[src/design/sfr_sqrt.sv]
`timescale 1ns / 1ps
// pipelined digit-by-digit integer square root, one root bit per stage
// no package dependency
module sfr_sqrt #(
  parameter int unsigned RTW = 29,
  parameter int unsigned SW  = 1
) (
  input  logic             clk_i,
  input  logic             rst_ni,
  input  logic             en_i,
  input  logic             valid_i,
  input  logic [2*RTW-1:0] rad_i,
  input  logic [SW-1:0]    side_i,
  output logic             valid_o,
  output logic [RTW-1:0]   root_o,
  output logic [SW-1:0]    side_o
);

  localparam int unsigned REMW = RTW + 2;

  logic [RTW-1:0]   v_q;
  logic [REMW-1:0]  rem_q [RTW];
  logic [2*RTW-1:0] rad_q [RTW];
  logic [RTW-1:0]   root_q [RTW];
  logic [SW-1:0]    side_q [RTW];

  logic [REMW-1:0]  rem_in [RTW];
  logic [2*RTW-1:0] rad_in [RTW];
  logic [RTW-1:0]   root_in [RTW];
  logic [SW-1:0]    side_in [RTW];

  logic [REMW+1:0]  sh [RTW];
  logic [REMW+1:0]  trial [RTW];
  logic             ge [RTW];
  logic [REMW-1:0]  rem_d [RTW];
  logic [2*RTW-1:0] rad_d [RTW];
  logic [RTW-1:0]   root_d [RTW];

  always_comb begin
    rem_in[0]  = '0;
    rad_in[0]  = rad_i;
    root_in[0] = '0;
    side_in[0] = side_i;
    for (int k = 1; k < RTW; k++) begin
      rem_in[k]  = rem_q[k-1];
      rad_in[k]  = rad_q[k-1];
      root_in[k] = root_q[k-1];
      side_in[k] = side_q[k-1];
    end
  end

  always_comb begin
    for (int k = 0; k < RTW; k++) begin
      sh[k]     = {rem_in[k], rad_in[k][2*RTW-1 -: 2]};
      trial[k]  = (REMW+2)'({root_in[k], 2'b01});
      ge[k]     = sh[k] >= trial[k];
      rem_d[k]  = REMW'(ge[k] ? sh[k] - trial[k] : sh[k]);
      rad_d[k]  = {rad_in[k][2*RTW-3:0], 2'b00};
      root_d[k] = {root_in[k][RTW-2:0], ge[k]};
    end
  end

  always_ff @(posedge clk_i or negedge rst_ni) begin
    if (!rst_ni) begin
      v_q <= '0;
    end else if (en_i) begin
      v_q <= {v_q[RTW-2:0], valid_i};
    end
  end

  always_ff @(posedge clk_i) begin
    if (en_i) begin
      for (int k = 0; k < RTW; k++) begin
        rem_q[k]  <= rem_d[k];
        rad_q[k]  <= rad_d[k];
        root_q[k] <= root_d[k];
        side_q[k] <= side_in[k];
      end
    end
  end

  assign valid_o = v_q[RTW-1];
  assign root_o  = root_q[RTW-1];
  assign side_o  = side_q[RTW-1];

endmodule

[config.mk]
export PLATFORM = sky130hd
export DESIGN_NAME = sfr_sqrt
export DESIGN_NICKNAME = d
export VERILOG_FILES = /design/src/design/sfr_sqrt.sv
export SDC_FILE = /design/constraint.sdc
export NUM_CORES = 2
export LEC_CHECK = 0
export BUFFER_PORTS_ARGS = -buffer_cell sky130_fd_sc_hd__buf_2
export CORE_ASPECT_RATIO = 0.75
export CORE_MARGIN = 1.5
export CORE_UTILIZATION = 45
export CTS_BUF_LIST = sky130_fd_sc_hd__clkbuf_8 sky130_fd_sc_hd__clkbuf_16
export DETAILED_ROUTE_END_ITERATION = 12
export GPL_TIMING_DRIVEN = 0
export HOLD_SLACK_MARGIN = 0.15
export PLACE_DENSITY = 0.64
export SLEW_MARGIN = 20
export SYNTH_ARGS = -nofsm -noshare
export SYNTH_HDL_FRONTEND = slang
export SYNTH_SLANG_ARGS = --single-unit
export TNS_END_PERCENT = 50
[constraint.sdc]
create_clock -name clk_i -period 4.1 [get_ports clk_i]
set_clock_uncertainty 0.05 [all_clocks]
set_input_delay 0.82 -clock clk_i [delete_from_list [all_inputs] [get_ports clk_i]]
set_output_delay 0.82 -clock clk_i [all_outputs]
set_load 0.1 [all_outputs]
==> results.cfg <==
[logic_synthesis]
synthesis.nets = 7974
ys_types = 92
avgSynthCellArea_um2 = 13.16
synth_common_cells = edfxtp_1, inv_1, ha_1
yosys.area.top_type = edfxtp_1
ys_top_cells_by_area = edfxtp_1, ha_1, xor2_1, xnor2_1, a21oi_1
ys_seq_elements = 2129
async_flop_share = 0.01362
ys_seq_area_frac = 0.6508
synth_warnings = 0
yosys.cell_count.top_type = edfxtp_1
synth_top_area_frac = 0.6434
netlist_area_um2 = 98010
synth_flop_cell = edfxtp_1
syn_inst = 7446
synth-edff-count = 2100

[pwr]
sw_frac_of_total = 0.2768
p_leak_nw = 42.06
seq_power_share = 0.486
pwr-share-clk = 0.322
power.switching_mw = 16.54
cellInternalPower_mw = 43.21
p_comb_frac = 0.192
total_power_mw = 59.75
powerDensity_nw_per_um2 = 541.1
ir_drop_uv = 386.4

[final_layout]
final_cell_count_no_fill = 10860
syn2layout_area_growth_pct = 12.66
finalNetCount = 8367
drive_above_1_share = 0.08333
fin_area_um2 = 110400
fin_util = 0.5097

[timing]
rsz0062_at_grt = yes
fin_hold_ws_ns = 0.3346
hold_viol = 0
max_slew_margin = 0.2066
slew_violations = 0
period_needed_ns = 4.044
setup_ws_ns = 0.05581
setup_violations = 0
fin_crit_sh = 0.9864
fmax_mhz = 247.3
worst_slew_pin_slew_ns = 1.187
tns_ns = 0

[placement]
post_dp_cell_area_um2 = 102500
gp_routability_congestion = 0.9114
preCtsSetupSlack_ns = -1.093
place_hpwl_um = 140200
port_buffers = 93
dp.cells = 10410

[global_routing]
antenna_found_initial = 3
globalRouteTotalUtil = 0.1750
gr-total-overflow = 0
grt_start_max_net_pins = 154
grt_pass1_wl_um = 311000
grt_pass1_vias = 56680

[flow_run]
cap_violations = 0

[die]
start_util = 0.4524
coreArea_um2 = 216700
die_x_um = 541.9
io_pins = 94
row_count = 148
die_h_um = 407.2
dieArea_um2 = 220600

[setup_path]
critical_path_class = reg -> reg
cp_data_required_time_ns = 4.63
arrival_ns = 4.57
startpoint_type = flop
endpoint_kind = flop
critPathMaxFanout = 5

[drt]
drc = 0
wirelength_um = 196300
ant_nets = 0
avgRoutedWirePerCell_um = 18.08
avgViaCountPerCell = 5.403
vias = 58650
drt_iter0_drc = 5133
drtPass1Iterations = 6

[clocking]
clkSlewWorstSetupHoldPaths_ns = 0.06
cts_buffer_depth = 4
root_buffer = clkbuf_16
clk_latency_ns = 0.88
cts_num_sinks = 2129
numCtsBuffers = 215
cts_tree = built
cts.htree.levels = 4

[min_path]
hold_path_class = in -> reg

[status]
status = finished clean
-- final timing paths --
path	startpoint	to	slack, ns	cells past startpoint
worst min register to register	rad_q[1][554]$_DFFE_PP_	rad_q[1][612]$_DFFE_PP_	0.35	0
worst max-delay path	root_q[1][215]$_DFFE_PP_	rem_q[1][278]$_DFFE_PP_	0.06	10
min in group asynchronous	rst_ni	v_q[7]$_DFFE_PN0P_	0.49	2
worst max register to register	root_q[1][215]$_DFFE_PP_	rem_q[1][278]$_DFFE_PP_	0.06	10
worst min-delay path	en_i	rad_q[0][3]$_DFFE_PP_	0.33	1
max in group asynchronous	rst_ni	v_q[14]$_DFFE_PN0P_	3.12	2
-- area by class of cell --
| class | instances | area [um2] |
|---|---|---|
| diodes | 1 | 2.502 |
| plain buffers | 128 | 536.8 |
| clock buffers | 218 | 5455 |
| clock inverters | 164 | 1434 |
| fillers | 18370 | 106200 |
| inverters | 597 | 2241 |
| multi-input cells | 4590 | 31720 |
| flip-flops and latches | 2129 | 63790 |
| well taps | 2850 | 3566 |
| repair buffers | 178 | 1679 |
-- repair_timing --
action / in CTS / in global routing
cloned: 1 / 3
hold endpoints to repair: 90 / 0
hold buffers: 62 / 0
pin swaps: 1 / 4
setup endpoints to repair: 297 / 411
buffers inserted: 0 / 3
resized for setup: 32 / 56
-- sequential cells by signal, indices dropped and copies added (netlist names) --
name    count
rem_q     824
side_q     29
rad_q     812
v_q        29
root_q    435
-- routing by layer --
metal | part of all wire | track usage | routed length (um)
met5 | 0 | 0 | 0
met4 | 0.020 | 0.03870 | 3856
met3 | 0.059 | 0.03134 | 11660
met2 | 0.42 | 0.2553 | 83220
met1 | 0.50 | 0.2708 | 97560
-- cells by family (layout without fill, tap and decap cells) --
| logic type | count (synthesis) | in the layout | synth area share |
|---|---|---|---|
| xor gates and xnor gates | 681 | 681 | 0.06085 |
| and+or+nand+nor | 1881 | 1881 | 0.09681 |
| other | 1 | 2 | 0.00003826 |
| DFF | 2129 | 2129 | 0.6508 |
| muxes | 116 | 116 | 0.01316 |
| buffers and inverters | 727 | 1285 | 0.02807 |
| AOI/OAI and AO/OA | 1446 | 1446 | 0.09092 |
| adders and majority gates | 465 | 465 | 0.05936 |
-- cells in the final DEF, fill, tap and decap left out, drive strengths merged, types with 39 or more instances in the layout --
master,n
nor3,186
or3,102
clkinv,82
or4,64
nand4,67
o21bai,39
nor2,417
mux2,103
inv,640
nor2b,65
a21o,153
nand2b,79
buf,143
dlygate4sd3,62
and3,42
o31ai,55
nand3,140
edfxtp,2100
o21ai,399
xnor2,310
nand2,452
ha,465
clkbuf,318
nor4,134
o21a,92
or2,41
a21oi,451
xor2,371
-- power groups by stage --
stage	registers (mW)	logic [mW]	clock network [mW]
floorplan	28.9	8.17	0
global route	29.3	12.8	20.7
finish	29.0	11.5	19.2
detailed placement	29.5	11.2	0
CTS	29.1	11.3	19.9
global placement	30.8	10.9	0
-- critical path, stage by stage (launching register included) --
cell and delay, ns:
edfxtp_1 0.39, inv_1 0.06, ha_1 0.36, and3_1 0.28, nand4_1 0.35, a2111oi_1 1.11, a2111oi_1 0.30, or3_1 0.45
nand3_1 0.20, nor3_1 0.09, xor2_1 0.15
(Power assumes the default switching activity.)
