==> src/design/sfr_div.sv <==
`timescale 1ns / 1ps
// pipelined restoring divider, one quotient bit per stage
// needs num < den * 2^QWD; no package dependency
module sfr_div #(
  parameter int unsigned NW  = 57,
  parameter int unsigned DW  = 28,
  parameter int unsigned QWD = 29,
  parameter int unsigned SW  = 1
) (
  input  logic           clk_i,
  input  logic           rst_ni,
  input  logic           en_i,
  input  logic           valid_i,
  input  logic [NW-1:0]  num_i,
  input  logic [DW-1:0]  den_i,
  input  logic [SW-1:0]  side_i,
  output logic           valid_o,
  output logic [QWD-1:0] quo_o,
  output logic [SW-1:0]  side_o
);

  localparam int unsigned RW = DW + 1;

  logic [QWD-1:0] v_q;
  logic [RW-1:0]  rem_q [QWD];
  logic [QWD-1:0] low_q [QWD];
  logic [QWD-1:0] quo_q [QWD];
  logic [DW-1:0]  den_q [QWD];
  logic [SW-1:0]  side_q [QWD];

  logic [RW-1:0]  rem_in [QWD];
  logic [QWD-1:0] low_in [QWD];
  logic [QWD-1:0] quo_in [QWD];
  logic [DW-1:0]  den_in [QWD];
  logic [SW-1:0]  side_in [QWD];

  logic [RW-1:0]  sh [QWD];
  logic           ge [QWD];
  logic [RW-1:0]  rem_d [QWD];
  logic [QWD-1:0] low_d [QWD];
  logic [QWD-1:0] quo_d [QWD];

  always_comb begin
    rem_in[0]  = RW'(num_i[NW-1:QWD]);
    low_in[0]  = num_i[QWD-1:0];
    quo_in[0]  = '0;
    den_in[0]  = den_i;
    side_in[0] = side_i;
    for (int k = 1; k < QWD; k++) begin
      rem_in[k]  = rem_q[k-1];
      low_in[k]  = low_q[k-1];
      quo_in[k]  = quo_q[k-1];
      den_in[k]  = den_q[k-1];
      side_in[k] = side_q[k-1];
    end
  end

  always_comb begin
    for (int k = 0; k < QWD; k++) begin
      // partial remainder stays below den, so its top bit is free
      sh[k]    = {rem_in[k][RW-2:0], low_in[k][QWD-1]};
      ge[k]    = sh[k] >= {1'b0, den_in[k]};
      rem_d[k] = ge[k] ? sh[k] - {1'b0, den_in[k]} : sh[k];
      low_d[k] = {low_in[k][QWD-2:0], 1'b0};
      quo_d[k] = {quo_in[k][QWD-2:0], ge[k]};
    end
  end

  always_ff @(posedge clk_i or negedge rst_ni) begin
    if (!rst_ni) begin
      v_q <= '0;
    end else if (en_i) begin
      v_q <= {v_q[QWD-2:0], valid_i};
    end
  end

  always_ff @(posedge clk_i) begin
    if (en_i) begin
      for (int k = 0; k < QWD; k++) begin
        rem_q[k]  <= rem_d[k];
        low_q[k]  <= low_d[k];
        quo_q[k]  <= quo_d[k];
        den_q[k]  <= den_in[k];
        side_q[k] <= side_in[k];
      end
    end
  end

  assign valid_o = v_q[QWD-1];
  assign quo_o   = quo_q[QWD-1];
  assign side_o  = side_q[QWD-1];

endmodule

==> config.mk <==
export PLATFORM = sky130hd
export DESIGN_NAME = sfr_div
export DESIGN_NICKNAME = d
export VERILOG_FILES = /design/src/design/sfr_div.sv
export SDC_FILE = /design/constraint.sdc
export NUM_CORES = 2
export LEC_CHECK = 0
export BUFFER_PORTS_ARGS = -buffer_cell sky130_fd_sc_hd__clkbuf_2
export CAP_MARGIN = 20
export CORE_MARGIN = 5
export CORE_UTILIZATION = 50
export CTS_BUF_LIST = sky130_fd_sc_hd__clkbuf_8
export DETAILED_ROUTE_END_ITERATION = 16
export PLACE_DENSITY = 0.68
export SLEW_MARGIN = 10
export SYNTH_ARGS = -nofsm -noshare
export SYNTH_HDL_FRONTEND = slang
export SYNTH_SLANG_ARGS = --single-unit
==> constraint.sdc <==
create_clock -name clk_i -period 3.5 [get_ports clk_i]
set_input_delay 0.7 -clock clk_i [delete_from_list [all_inputs] [get_ports clk_i]]
set_output_delay 0.7 -clock clk_i [all_outputs]
set_load 0.03 [all_outputs]
==> metrics.txt <==
# TYPE chip_impl_metric gauge
chip_impl_info{name="outcome",value="finished with violations"} 1
chip_impl_info{name="failed_checks",value="setup timing"} 1
chip_impl_metric{name="io_pins",unit=""} 121
chip_impl_metric{name="fin_ws",unit="ns"} -0.158
chip_impl_metric{name="wire_per_inst",unit="um"} 19.6
chip_impl_metric{name="grt_antenna_before_repair",unit=""} 2
chip_impl_info{name="crit_path_start_kind",value="register"} 1
chip_impl_metric{name="pwr-share-clk",unit="%"} 17.5
chip_impl_metric{name="report.final.hold_viol_count",unit=""} 0
chip_impl_metric{name="dpl.cell_count",unit=""} 14000
chip_impl_metric{name="antenna_left",unit=""} 0
chip_impl_metric{name="whs_path_depth",unit=""} 2
chip_impl_metric{name="overflow",unit=""} 0
chip_impl_metric{name="synthesis.instances",unit=""} 9931
chip_impl_metric{name="fin_area",unit="um^2"} 149000
chip_impl_metric{name="ff2ff_path_depth",unit=""} 14
chip_impl_info{name="min_delay_worst_endpoint",value="rem_q[0][9]"} 1
chip_impl_metric{name="crit_required",unit="ns"} 4.21
chip_impl_metric{name="detail_route.wirelength",unit="mm"} 292
chip_impl_metric{name="detailroute.via_count",unit=""} 82300
chip_impl_metric{name="final_max_slew_viol_count",unit=""} 0
chip_impl_metric{name="worst_path_largest_cell_delay",unit="ns"} 0.47
chip_impl_info{name="crit_family",value="compound AO/OA/AOI/OAI gates"} 1
chip_impl_metric{name="die_w",unit="um"} 511
chip_impl_info{name="root_buffer_selected_by_cts",value="clkbuf_8"} 1
chip_impl_metric{name="clk-insertion-delay-late",unit="ns"} 1.00
chip_impl_metric{name="fmaxAchievable",unit="MHz"} 273
chip_impl_metric{name="grt_pass1_vias",unit=""} 81700
chip_impl_info{name="post-synth-top-area-cell",value="edfxtp_1"} 1
chip_impl_metric{name="sequentialPowerShare",unit="%"} 34.2
chip_impl_metric{name="postSynthRegisterBits",unit=""} 2467
chip_impl_info{name="synthMostInstantiatedCell",value="edfxtp_1"} 1
chip_impl_metric{name="synth_cell_type_count",unit=""} 91
chip_impl_metric{name="routed_via_count_divided_by_cell_count",unit=""} 5.51
chip_impl_info{name="critical_path_class",value="reg2reg"} 1
chip_impl_info{name="setup_repair_after_global_routing_missed_its_margin",value="yes"} 1
chip_impl_metric{name="synth.net_count",unit=""} 10900
chip_impl_metric{name="cp.buffers_inverters",unit=""} 3
chip_impl_metric{name="detailedRoute.firstIterationViolations",unit=""} 5814
chip_impl_metric{name="synth_seq_area_share",unit="%"} 59.0
chip_impl_metric{name="netlist.area_leader.share",unit="%"} 58.4
chip_impl_metric{name="synth-async-reset-ratio",unit="%"} 1.18
chip_impl_metric{name="p_switching",unit="mW"} 49.2
chip_impl_metric{name="irDropWorstVdd",unit="mV"} 0.463
chip_impl_metric{name="power.density",unit="nW/um^2"} 927
chip_impl_metric{name="cts.sinks",unit=""} 2467
chip_impl_info{name="synth_area_leaders",value="edfxtp_1, ha_1, mux2_2"} 1
chip_impl_metric{name="detailed_place.area",unit="um^2"} 136000
chip_impl_metric{name="swShare",unit="%"} 35.7
chip_impl_metric{name="coreArea",unit="um^2"} 249000
chip_impl_metric{name="max_slew_margin",unit="%"} 43.1
chip_impl_metric{name="port_buffers",unit=""} 120
chip_impl_metric{name="period_needed",unit="ns"} 3.66
chip_impl_metric{name="setup_viol_count_final",unit=""} 63
chip_impl_metric{name="chipHeight",unit="um"} 511
chip_impl_metric{name="layout-drive-gt1-share",unit="%"} 21.2
chip_impl_metric{name="crit_path_max_fanout",unit=""} 5
chip_impl_info{name="regToRegEndpoint",value="rem_q[0][186]"} 1
chip_impl_metric{name="wire_length_of_the_first_global_routing_pass",unit="mm"} 446
chip_impl_metric{name="synth_edf_count",unit=""} 2438
chip_impl_metric{name="clkSlewWorstSetupHoldPaths",unit="ns"} 0.07
chip_impl_metric{name="post_layout_cell_count",unit=""} 14900
chip_impl_metric{name="cp_data_arrival_time",unit="ns"} 4.36
chip_impl_metric{name="power_report.internal_total",unit="mW"} 88.5
chip_impl_info{name="crit_chain",value="inv_2 > ha_4 > a21o_1 > or3_1 > o22a_1 > a2111o_1 > a41o_1 > a311o_1 > a21oi_2 > a21boi_2 > o21ai_4 > buf_12 > clkbuf_16 > mux2_4"} 1
chip_impl_metric{name="num_rows",unit=""} 183
chip_impl_info{name="cpMaxStageDelayCell",value="a2111o_1"} 1
chip_impl_info{name="path_category_of_the_worst_min_delay_check",value="in2reg"} 1
chip_impl_metric{name="fp.dieArea",unit="um^2"} 261000
chip_impl_metric{name="clock_skew",unit="ns"} 0.0762
chip_impl_info{name="yosys_most_used_dff",value="edfxtp_1"} 1
chip_impl_metric{name="synth_area",unit="um^2"} 125000
chip_impl_metric{name="cts_inserted_buffers",unit=""} 413
chip_impl_metric{name="power_frac_comb",unit="%"} 48.4
chip_impl_metric{name="tightest_slew",unit="ns"} 0.853
chip_impl_metric{name="final_net_count",unit=""} 12200
chip_impl_metric{name="regToRegSetupSlack",unit="ns"} -0.16
chip_impl_info{name="origin_of_the_critical_flop_to_flop_path",value="den_q[0][144]"} 1
chip_impl_metric{name="gp_congestion",unit=""} 0.933
chip_impl_metric{name="detail_route.first_pass.iterations",unit=""} 5
chip_impl_metric{name="grtUsageTotal",unit="%"} 21.1
chip_impl_info{name="tritoncts_clock_tree",value="yes"} 1
chip_impl_metric{name="floorplan.initialDensity",unit="%"} 50.3
chip_impl_metric{name="yosysWarnings",unit=""} 0
chip_impl_metric{name="dp_slack",unit="ns"} -0.269
chip_impl_metric{name="drcViolationCount",unit=""} 0
chip_impl_info{name="netlist_top_cells_count",value="edfxtp_1, inv_1, ha_1"} 1
chip_impl_metric{name="largest_buffer_count_on_any_clock_path",unit=""} 4
chip_impl_metric{name="htree_levels",unit=""} 5
chip_impl_metric{name="average_footprint_of_a_synthesized_cell",unit="um^2"} 12.6
chip_impl_metric{name="post-route-period-util",unit="%"} 105
chip_impl_metric{name="power.leakage",unit="nW"} 61.3
chip_impl_metric{name="dp_hpwl",unit="mm"} 208
chip_impl_metric{name="worst_hold_slack",unit="ns"} 0.113
chip_impl_metric{name="layout-area-overhead-vs-synth",unit="%"} 18.5
chip_impl_metric{name="largest_net_degree_at_the_start_of_global_routing",unit=""} 149
chip_impl_metric{name="timing.max_cap.violations",unit=""} 0
chip_impl_info{name="hold_start",value="num_i[37]"} 1
chip_impl_info{name="cp_capture_type",value="register"} 1
## cells by family (layout without fill, tap and decap cells)
kind of cell	count (synthesis)	after routing	synth area share, %
muxes	627	627	5.59
AOI/OAI and AO/OA	2280	2280	11.6
other	0	3	0
adders and majority gates	840	840	8.55
buffers and inverters	1232	2900	3.76
DFF	2467	2467	59.0
xor gates and xnor gates	611	611	4.27
and+or+nand+nor	1874	1874	7.28
## placed cells by master, fill, tap and decap left out, types with 37 or more instances in the layout
| cell type | instances |
|---|---|
| o21ai_1 | 46 |
| a211oi_1 | 54 |
| o211ai_1 | 41 |
| nand2b_1 | 89 |
| o21ai_0 | 419 |
| nor2_1 | 492 |
| mux2_4 | 135 |
| or3_1 | 43 |
| a31oi_1 | 78 |
| clkbuf_8 | 416 |
| nor2b_1 | 112 |
| o31a_1 | 37 |
| clkbuf_2 | 119 |
| xnor2_1 | 395 |
| nand3_1 | 160 |
| a21o_1 | 365 |
| o21a_1 | 111 |
| inv_1 | 1152 |
| mux2i_1 | 58 |
| clkinv_1 | 99 |
| ha_1 | 773 |
| xor2_1 | 215 |
| nand4_1 | 119 |
| nand2_1 | 450 |
| and3_1 | 75 |
| o21bai_1 | 67 |
| mux2_2 | 426 |
| edfxtp_1 | 2438 |
| dlygate4sd3_1 | 80 |
| buf_4 | 805 |
| nor3_1 | 140 |
| buf_12 | 59 |
| clkinv_2 | 53 |
| a21oi_1 | 643 |
## per-stage QoR
stage	utilization, %	setup TNS, ns	total power, mW
after global routing	59.6	-21.47	146
after CTS	58.4	-1.72	133
final	59.6	-4.15	138
after detailed placement	54.5	-68.03	106
after floorplan	-	0	87.4
after global placement	54.5	-43.58	105
## metal layers
layer	up-vias	GRT usage, %	wire length, um
met5	-	0	0
met4	0	7.12	10500
met3	584	2.83	12400
met2	1938	36.9	145000
met1	40000	27.0	124000
li1	39700	-	-
## area by class of cell
type                    count  area (um^2)
diodes                      3         7.51
clock buffers             416         5730
clock inverters           306         1920
fillers                 19900       101000
inverters                1056         3960
multi-input cells        6232        49100
flip-flops and latches   2467        73900
well taps                3330         4170
repair buffers           1122         9730
## flip-flops by register name, summed over array words and instances (netlist names)
signal / count
rem_q: 784
den_q: 784
low_q: 406
quo_q: 435
v_q: 29
side_q: 29
## worst max path at each step
stage / start / to / slack, ns / depth (start not counted)
after floorplan: den_q[1][253] / rem_q[1][311] / 0.009 / 14
after global placement: den_i[1] / rem_q[0][26] / -0.26 / 14
after detailed placement: rem_q[0][203] / rem_q[0][255] / -0.27 / 12
after CTS: den_q[0][144] / rem_q[0][187] / -0.09 / 13
after global routing: den_q[0][144] / rem_q[0][193] / -0.28 / 14
final: den_q[0][144] / rem_q[0][186] / -0.16 / 14
## power by group through the flow
stage,Combinational (mW),Clock [mW],Sequential [mW]
after floorplan,42.5,0,44.9
after global placement,57.3,0,47.6
after detailed placement,58.7,0,47.5
after CTS,60.9,25.0,47.0
after global routing,72.5,26.3,47.5
final,66.6,24.1,47.0
## what timing repair did
action	CTS	global route
pin swaps	43	141
gates cloned	9	30
resized for setup	106	437
hold buffers	80	0
endpoints found under the setup margin	537	697
endpoints found under the hold margin	108	0
setup buffers	51	97
No activity file was read; power rests on OpenSTA's default activity.
